[src/hdl/eds_pkg.sv]
// ----------------------------------------------------------------------------
// eds_pkg
// Shared types, constants and lookup functions for the emitter-differential
// sensor scan.
// ----------------------------------------------------------------------------
package eds_pkg;

    // field widths
    localparam int SAMPLE_W    = 12;   // width of the sample field on the bus
    localparam int CH_W        = 4;
    localparam int SENSOR_W    = 3;
    localparam int STEP_W      = 4;
    localparam int VALUE_W     = 13;
    localparam int IN_DATA_W   = 16;
    localparam int OUT_DATA_W  = 32;

    // default converter resolution
    localparam int SAMPLE_BITS_DEF = 12;

    // scan geometry
    localparam int NUM_SENSORS = 7;
    localparam logic [STEP_W-1:0] SCAN_STEPS       = 4'd14;
    localparam logic [STEP_W-1:0] FIRST_PASS_STEPS = 4'd7;
    localparam logic [STEP_W-1:0] STEP_LAST        = 4'd13;
    localparam logic [STEP_W-1:0] STEP_EVEN_OFF    = 4'd3;
    localparam logic [STEP_W-1:0] STEP_ODD_OFF     = 4'd6;
    localparam logic [STEP_W-1:0] STEP_EVEN_ON     = 4'd10;

    // sensor whose channel comes from the config register
    localparam logic [SENSOR_W-1:0] SENSOR_LAST = 3'd6;
    localparam logic [CH_W-1:0]     LAST_CH_RST = 4'd9;

    // item kinds
    localparam logic KIND_START = 1'b0;
    localparam logic KIND_CONV  = 1'b1;

    // per-beat result flags and channel from the step unit
    typedef struct packed {
        logic [CH_W-1:0]     next_channel;
        logic                odd_drive;
        logic                even_drive;
        logic                settle_wait;
        logic                sample_request;
        logic                busy_res;
        logic                result_valid;
        logic [SENSOR_W-1:0] sensor_index;
    } t_step_res;

    // control from the step unit to the reading store
    typedef struct packed {
        logic                wr_en;
        logic [SENSOR_W-1:0] sensor;
    } t_store_ctl;

    // sensor visited at each scan step: 0,2,4,6,1,3,5 twice
    function automatic logic [SENSOR_W-1:0] step_sensor(input logic [STEP_W-1:0] step);
        logic [SENSOR_W-1:0] s;
        unique case (step)
            4'd0, 4'd7:  s = 3'd0;
            4'd1, 4'd8:  s = 3'd2;
            4'd2, 4'd9:  s = 3'd4;
            4'd3, 4'd10: s = 3'd6;
            4'd4, 4'd11: s = 3'd1;
            4'd5, 4'd12: s = 3'd3;
            4'd6, 4'd13: s = 3'd5;
            default:     s = 3'd0;
        endcase
        return s;
    endfunction

    // analog channel of a sensor
    function automatic logic [CH_W-1:0] channel_of(input logic [SENSOR_W-1:0] sensor,
                                                   input logic [CH_W-1:0]     last_ch);
        logic [CH_W-1:0] ch;
        ch = (sensor == SENSOR_LAST) ? last_ch : CH_W'(sensor);
        return ch;
    endfunction

endpackage

[src/hdl/eds_store.sv]
// ----------------------------------------------------------------------------
// eds_store
// First-pass readings, one per sensor, and the on-minus-off difference
// against the current sample.
// ----------------------------------------------------------------------------
module eds_store #(
    parameter int SAMPLE_BITS = eds_pkg::SAMPLE_BITS_DEF
) (
    input  logic                          i_clk,
    input  eds_pkg::t_store_ctl           i_ctl,
    input  logic [SAMPLE_BITS-1:0]        i_sample,
    output logic [eds_pkg::VALUE_W-1:0]   o_value
);
    import eds_pkg::*;

    localparam int DIFF_W = (SAMPLE_BITS > VALUE_W) ? SAMPLE_BITS : VALUE_W;

    logic [SAMPLE_BITS-1:0] r_mem [NUM_SENSORS];
    logic [DIFF_W-1:0]      diff;

    // store a first-pass reading
    always_ff @(posedge i_clk) begin
        if (i_ctl.wr_en) begin
            r_mem[i_ctl.sensor] <= i_sample;
        end
    end

    // stored reading minus current reading, kept modulo the field width
    always_comb begin
        diff    = DIFF_W'(r_mem[i_ctl.sensor]) - DIFF_W'(i_sample);
        o_value = diff[VALUE_W-1:0];
    end

endmodule

[src/hdl/eds_step.sv]
// ----------------------------------------------------------------------------
// eds_step
// Scan sequencer: step counter, scan-active flag and emitter levels, with the
// per-beat flags and next channel.
// ----------------------------------------------------------------------------
module eds_step (
    input  logic                       i_clk,
    input  logic                       i_rst_n,
    input  logic                       i_fire,
    input  logic                       i_kind,
    input  logic [eds_pkg::CH_W-1:0]   i_last_ch,
    output eds_pkg::t_step_res         o_res,
    output eds_pkg::t_store_ctl        o_store
);
    import eds_pkg::*;

    logic [STEP_W-1:0]   r_step, n_step;
    logic                r_active, n_active;
    logic                r_odd, n_odd;
    logic                r_even, n_even;
    logic [SENSOR_W-1:0] sensor;

    assign sensor = step_sensor(r_step);

    // next state and beat flags
    always_comb begin
        n_step   = r_step;
        n_active = r_active;
        n_odd    = r_odd;
        n_even   = r_even;
        o_res    = '0;
        o_store  = '0;
        o_store.sensor = sensor;

        if (i_fire) begin
            if (i_kind == KIND_START) begin
                n_step   = '0;
                n_active = 1'b1;
                n_odd    = 1'b1;
                o_res.settle_wait    = 1'b1;
                o_res.sample_request = 1'b1;
                o_res.next_channel   = channel_of(step_sensor('0), i_last_ch);
            end else if (r_active) begin
                if (r_step >= SCAN_STEPS) begin
                    // out-of-range step: close the scan quietly
                    n_active = 1'b0;
                    n_step   = '0;
                end else begin
                    if (r_step < FIRST_PASS_STEPS) begin
                        o_store.wr_en = 1'b1;
                    end else begin
                        o_res.result_valid = 1'b1;
                        o_res.sensor_index = sensor;
                    end
                    // emitter switching points
                    if (r_step == STEP_EVEN_OFF) begin
                        n_even = 1'b0;
                        o_res.settle_wait = 1'b1;
                    end
                    if (r_step == STEP_ODD_OFF) begin
                        n_odd = 1'b0;
                        o_res.settle_wait = 1'b1;
                    end
                    if (r_step == STEP_EVEN_ON) begin
                        n_even = 1'b1;
                        o_res.settle_wait = 1'b1;
                    end
                    if (r_step == STEP_LAST) begin
                        n_active = 1'b0;
                        n_step   = '0;
                    end else begin
                        o_res.sample_request = 1'b1;
                        o_res.next_channel   = channel_of(step_sensor(r_step + 4'd1),
                                                          i_last_ch);
                        n_step = r_step + 4'd1;
                    end
                end
            end
        end

        o_res.odd_drive  = n_odd;
        o_res.even_drive = n_even;
        o_res.busy_res   = n_active;
    end

    // sequencer state
    always_ff @(posedge i_clk) begin
        if (!i_rst_n) begin
            r_step   <= '0;
            r_active <= 1'b0;
            r_odd    <= 1'b0;
            r_even   <= 1'b1;
        end else begin
            r_step   <= n_step;
            r_active <= n_active;
            r_odd    <= n_odd;
            r_even   <= n_even;
        end
    end

endmodule

[src/hdl/emitter_differential_sensor_scan.sv]
// ----------------------------------------------------------------------------
// emitter_differential_sensor_scan
// Path: an accepted beat goes into the input register, then into the result
// register, which drives m_axis; a stalled result beat holds the input beat back.
// Throughput: one beat per cycle unless m_axis stalls; two registers in series.
// The scan state advances once per processed beat; one result beat per input beat.
// Reset (i_rst_n low, synchronous): idle, step 0, odd emitters off, even on,
// last sensor channel 9, both stream stages empty. Stored readings not cleared.
// ----------------------------------------------------------------------------
module emitter_differential_sensor_scan #(
    parameter int SAMPLE_BITS = eds_pkg::SAMPLE_BITS_DEF
) (
    input  logic                              i_clk,
    input  logic                              i_rst_n,
    // configuration: last sensor channel
    input  logic                              i_cfg_we,
    input  logic [eds_pkg::CH_W-1:0]          i_cfg_wdata,
    // input stream
    input  logic                              s_axis_tvalid,
    output logic                              s_axis_tready,
    input  logic [eds_pkg::IN_DATA_W-1:0]     s_axis_tdata,  // [11:0] sample, rest zero
    input  logic                              s_axis_tuser,  // [0] kind
    // result stream
    output logic                              m_axis_tvalid,
    input  logic                              m_axis_tready,
    // [3:0] next_channel, [4] odd emitter level, [5] even emitter level,
    // [6] settle_wait, [7] sample_request, [8] busy_res, [11:9] sensor_index,
    // [24:12] sensor_value, [31:25] zero
    output logic [eds_pkg::OUT_DATA_W-1:0]    m_axis_tdata,
    output logic                              m_axis_tuser   // [0] result_valid
);
    import eds_pkg::*;

    localparam int IN_BITS = (SAMPLE_BITS < SAMPLE_W) ? SAMPLE_BITS : SAMPLE_W;

    logic [CH_W-1:0]        r_last_channel;
    logic                   r_in_valid;
    logic                   r_in_kind;
    logic [SAMPLE_W-1:0]    r_in_sample;
    logic                   r_out_valid;
    logic [OUT_DATA_W-1:0]  r_out_data;
    logic                   r_out_user;
    logic                   fire;
    logic [SAMPLE_BITS-1:0] smp;
    t_step_res              res;
    t_store_ctl             store_ctl;
    logic [VALUE_W-1:0]     diff;
    logic [VALUE_W-1:0]     value;

    // configuration register
    always_ff @(posedge i_clk) begin
        if (!i_rst_n) begin
            r_last_channel <= LAST_CH_RST;
        end else begin
            if (i_cfg_we) begin
                r_last_channel <= i_cfg_wdata;
            end
        end
    end

    // handshake
    assign fire          = r_in_valid && (!r_out_valid || m_axis_tready);
    assign s_axis_tready = !r_in_valid || fire;

    // input register
    always_ff @(posedge i_clk) begin
        if (!i_rst_n) begin
            r_in_valid <= 1'b0;
        end else if (s_axis_tready) begin
            r_in_valid <= s_axis_tvalid;
        end
    end

    always_ff @(posedge i_clk) begin
        if (s_axis_tvalid && s_axis_tready) begin
            r_in_kind   <= s_axis_tuser;
            r_in_sample <= s_axis_tdata[SAMPLE_W-1:0];
        end
    end

    // sample masked to the converter resolution
    assign smp = SAMPLE_BITS'(r_in_sample[IN_BITS-1:0]);

    eds_step u_step (
        .i_clk     (i_clk),
        .i_rst_n   (i_rst_n),
        .i_fire    (fire),
        .i_kind    (r_in_kind),
        .i_last_ch (r_last_channel),
        .o_res     (res),
        .o_store   (store_ctl)
    );

    eds_store #(
        .SAMPLE_BITS (SAMPLE_BITS)
    ) u_store (
        .i_clk    (i_clk),
        .i_ctl    (store_ctl),
        .i_sample (smp),
        .o_value  (diff)
    );

    assign value = res.result_valid ? diff : '0;

    // result register
    always_ff @(posedge i_clk) begin
        if (!i_rst_n) begin
            r_out_valid <= 1'b0;
        end else if (fire) begin
            r_out_valid <= 1'b1;
        end else if (m_axis_tready) begin
            r_out_valid <= 1'b0;
        end
    end

    always_ff @(posedge i_clk) begin
        if (fire) begin
            r_out_data <= {7'd0, value, res.sensor_index, res.busy_res,
                           res.sample_request, res.settle_wait, res.even_drive,
                           res.odd_drive, res.next_channel};
            r_out_user <= res.result_valid;
        end
    end

    assign m_axis_tvalid = r_out_valid;
    assign m_axis_tdata  = r_out_data;
    assign m_axis_tuser  = r_out_user;

endmodule

[config.mk]
export PLATFORM = sky130hd
export DESIGN_NAME = emitter_differential_sensor_scan
export DESIGN_NICKNAME = d
export VERILOG_FILES = /design/src/hdl/eds_pkg.sv /design/src/hdl/eds_store.sv /design/src/hdl/eds_step.sv /design/src/hdl/emitter_differential_sensor_scan.sv
export SDC_FILE = /design/constraint.sdc
export NUM_CORES = 1
export LEC_CHECK = 0
export BUFFER_PORTS_ARGS = -buffer_cell sky130_fd_sc_hd__buf_2
export CAP_MARGIN = 25
export CORE_MARGIN = 5
export CORE_UTILIZATION = 64
export DETAILED_ROUTE_END_ITERATION = 10
export HOLD_SLACK_MARGIN = 0.15
export PLACE_DENSITY = 0.9
export SYNTH_ARGS = -nofsm -noshare
export SYNTH_HDL_FRONTEND = slang
export SYNTH_SLANG_ARGS = --single-unit
[constraint.sdc]
create_clock -name i_clk -period 5 [get_ports i_clk]
set_clock_uncertainty 0.15 [all_clocks]
set_input_delay 1 -clock i_clk [delete_from_list [all_inputs] [get_ports i_clk]]
set_output_delay 1 -clock i_clk [all_outputs]
set_load 0.01 [all_outputs]
==> results.toml <==
[placed_design]
dpl_cell_area_um2 = 6769
hpwlAfterDp_um = 9071
gp_congestion = 0.8288
numPortBuffers = 49

[synthesis]
synth_seq_cells = 139
synth_compound_area_share_pct = 12.32
synth_async_sr_flop_share_pct = 0
synth-edff-count = 123
synth_adder_area_share_pct = 4.608
synthCells = 499
synth-main-ff-cell = "edfxtp_1"
synth_xor_area_share_pct = 1.777
seq_area_frac_synth_pct = 62.63
synth.top_cell.area_share_pct = 57.63
synth_area_leader_cell = "edfxtp_1"
synth_top_family_by_area = "compound AO/OA/AOI/OAI gates"
synth_area_leaders = "edfxtp_1, dfxtp_1, ha_1"
yosys.cell_types.count = 65
synthSimpleGateAreaFrac_pct = 9.508
yosys_warnings = 0
synth_area_um2 = 6409
synth_mux_area_share_pct = 4.373
syn_avg_cell_area_um2 = 12.84

[routing]
viasPerCell = 6.194
drt_iter0_drc = 499
ant_nets = 0
vias = 4367
dr.pass1.iters = 5
routedWlPerCell_um = 19.62
drc_errors = 0
wl_um = 13840

[power]
sequentialPowerShare_pct = 50.4
p_leak_nw = 2.691
p_switching_mw = 0.5913
comb_power_share_pct = 4.5
clkPwrFrac_pct = 45.1
vdd_drop_max_mv = 0.2604
switching_share_pct = 22.85
power_density_nw_per_um2 = 352.2
p_int_mw = 1.996

[setup_path]
slowest_delay_ns = 0.94
path_max_fanout = 22
crit_path_top_delay_cell = "dfxtp_1"
r2r_slack_ns = 1.10
crit_top_cell = "nor2_1"
path_depth = 11
startpoint = "u_step.sensor[0]"
required_ns = 5.12
startpoint_type = "flip-flop"
worstSetupPathType = "flip-flop to flip-flop"
path_cells = "buf_4, nor2b_1, a21oi_1, o22ai_1, ha_1, a21o_1, a211oi_1, nor2_1, o41ai_1, xor2_1, nor2_1"
end_kind = "flip-flop"
cp_top_family = "compound AO/OA/AOI/OAI gates"
timing.critical_path.buf_inv = 1
r2r_start = "u_step.sensor[0]"
ff2ff_path_depth = 11
crit_arrival_ns = 4.02

[cts]
cts_hold_buf = 0
htree_levels = 4
post_cts_resized = 0
cts_root_buffer = "clkbuf_8"
cts_tree = "done"
cts_sinks = 139
cts_setup_buffers = 0
clk_pin_slew_worst_paths_ns = 0.07
clock_latency_ns = 0.52
cts_buffers = 17
clk_path_buf_depth = 2

[grt]
grt_pass1_wl_um = 22210
grt_use_total_pct = 24.97
grt_antenna_before_repair = 0
grt_pass1_vias = 4265
grt_max_degree = 30
grt_overflow = 0

[floorplan]
die-area_um2 = 12110
coreArea_um2 = 9774
pin_count = 61
rows = 36
start_util_pct = 65.57
die_w_um = 110.1
die_height_um = 110.1

[sta]
worst_pin_slew_ns = 0.9376
whs_ns = 0.3460
period_share_pct = 77.95
hold_violations = 0
setup_viol = 0
slew_headroom_pct = 37.41
rsz0062_at_grt = "no"
max_freq_mhz = 256.6
drv_slew = 0
post-route-min-period_ns = 3.897
tns_ns = 0

[run]
maxCapViolCount = 0

[finish]
seq_area_um2 = 4014
final_util_pct = 75.17
nFillCells = 574
layout.nets = 609
multi_input_area_um2 = 2115
fin_area_um2 = 7347
drive_gt1_share_pct = 20.10
n_antenna_cell = 0
syn2layout_area_growth_pct = 14.64

[hold_path]
hold_start = "r_last_channel[0]"
worstHoldPathType = "flip-flop to flip-flop"
holdPathStages = 2

[status]
status = "completed"
-- power by group through the flow --
| stage | clock network, mW | logic, mW | registers [mW] |
|---|---|---|---|
| floorplan | 0 | 0.0793 | 1.32 |
| global placement | 0 | 0.110 | 1.32 |
| detailed placement | 0 | 0.113 | 1.33 |
| CTS | 1.18 | 0.116 | 1.30 |
| global route | 1.24 | 0.129 | 1.31 |
| finish | 1.17 | 0.117 | 1.30 |
-- worst paths after layout --
kind | endpoint
max reg2reg | m_axis_tdata[20]
min reg2reg | r_last_channel[0]
min | r_last_channel[0]
max | m_axis_tdata[20]
-- synthesized netlist by cell type, types with 10 or more instances --
cell type  instances
edfxtp_1         123
nor2_1            41
nand2_1           34
inv_1             25
ha_1              22
o21ai_0           20
a21oi_1           19
mux2i_1           19
dfxtp_1           16
clkbuf_1          14
nor3_1            12
a221oi_1          10
-- logic make-up (layout without fill, tap and decap cells) --
logic type / Yosys count / count (layout)
AO/OA/AOI/OAI: 111 / 111
XOR/XNOR: 13 / 13
adder cells (fa/ha/maj): 23 / 23
buffers and inverters: 59 / 126
flip-flops: 139 / 139
multiplexers: 25 / 25
other: 1 / 7
AND/OR/NAND/NOR: 128 / 128
-- metrics by stage --
stage	power (mW)	worst slack, ns	instances
2_1_floorplan	1.403	1.359	505
3_3_place_gp	1.434	0.8862	673
3_5_place_dp	1.440	0.7754	673
4_1_cts	2.595	1.017	704
5_1_grt	2.677	0.9054	705
6_report	2.588	1.103	705
-- registers in the layout, summed over array words and instances, names as in the netlist --
register,flops
u_step.r_active,1
r_last_channel,4
m_axis_tvalid,1
u_store.r_mem,84
u_step.r_odd,1
r_in_sample,12
r_in_kind,1
u_step.r_step,4
u_step.sensor,3
r_in_valid,1
m_axis_tuser,1
m_axis_tdata,25
u_step.r_even,1
-- worst min-delay path, stage by stage, from the launching register on --
cell and delay [ns]:
dfxtp_1 0.33, mux2i_1 0.07, nand2_1 0.06
-- cells in the final DEF (no fill, tap or decap), types with 8 or more instances in the layout --
master / instances
o21ai_0: 20
nand2_1: 34
nor2_1: 41
a221oi_1: 10
buf_2: 49
xnor2_1: 8
mux2i_1: 19
ha_1: 22
dfxtp_1: 16
a21oi_1: 19
edfxtp_1: 123
clkbuf_16: 16
a211oi_1: 8
buf_4: 16
inv_1: 25
nor3_1: 12
-- cell type report --
type	instances	share of cell area, %
flip-flops and latches	139	54.63
multi-input cells	307	28.78
clock buffers	17	5.637
repair buffers	66	5.347
well taps	133	2.265
clock inverters	14	1.856
inverters	29	1.482
-- layer usage --
layer	share of wire [%]	GRT usage [%]
met2	49	40.81
met3	9.7	5.882
met5	0	0
met1	39	32.38
met4	2.7	10.06
No activity file was read; power rests on OpenSTA's default activity.
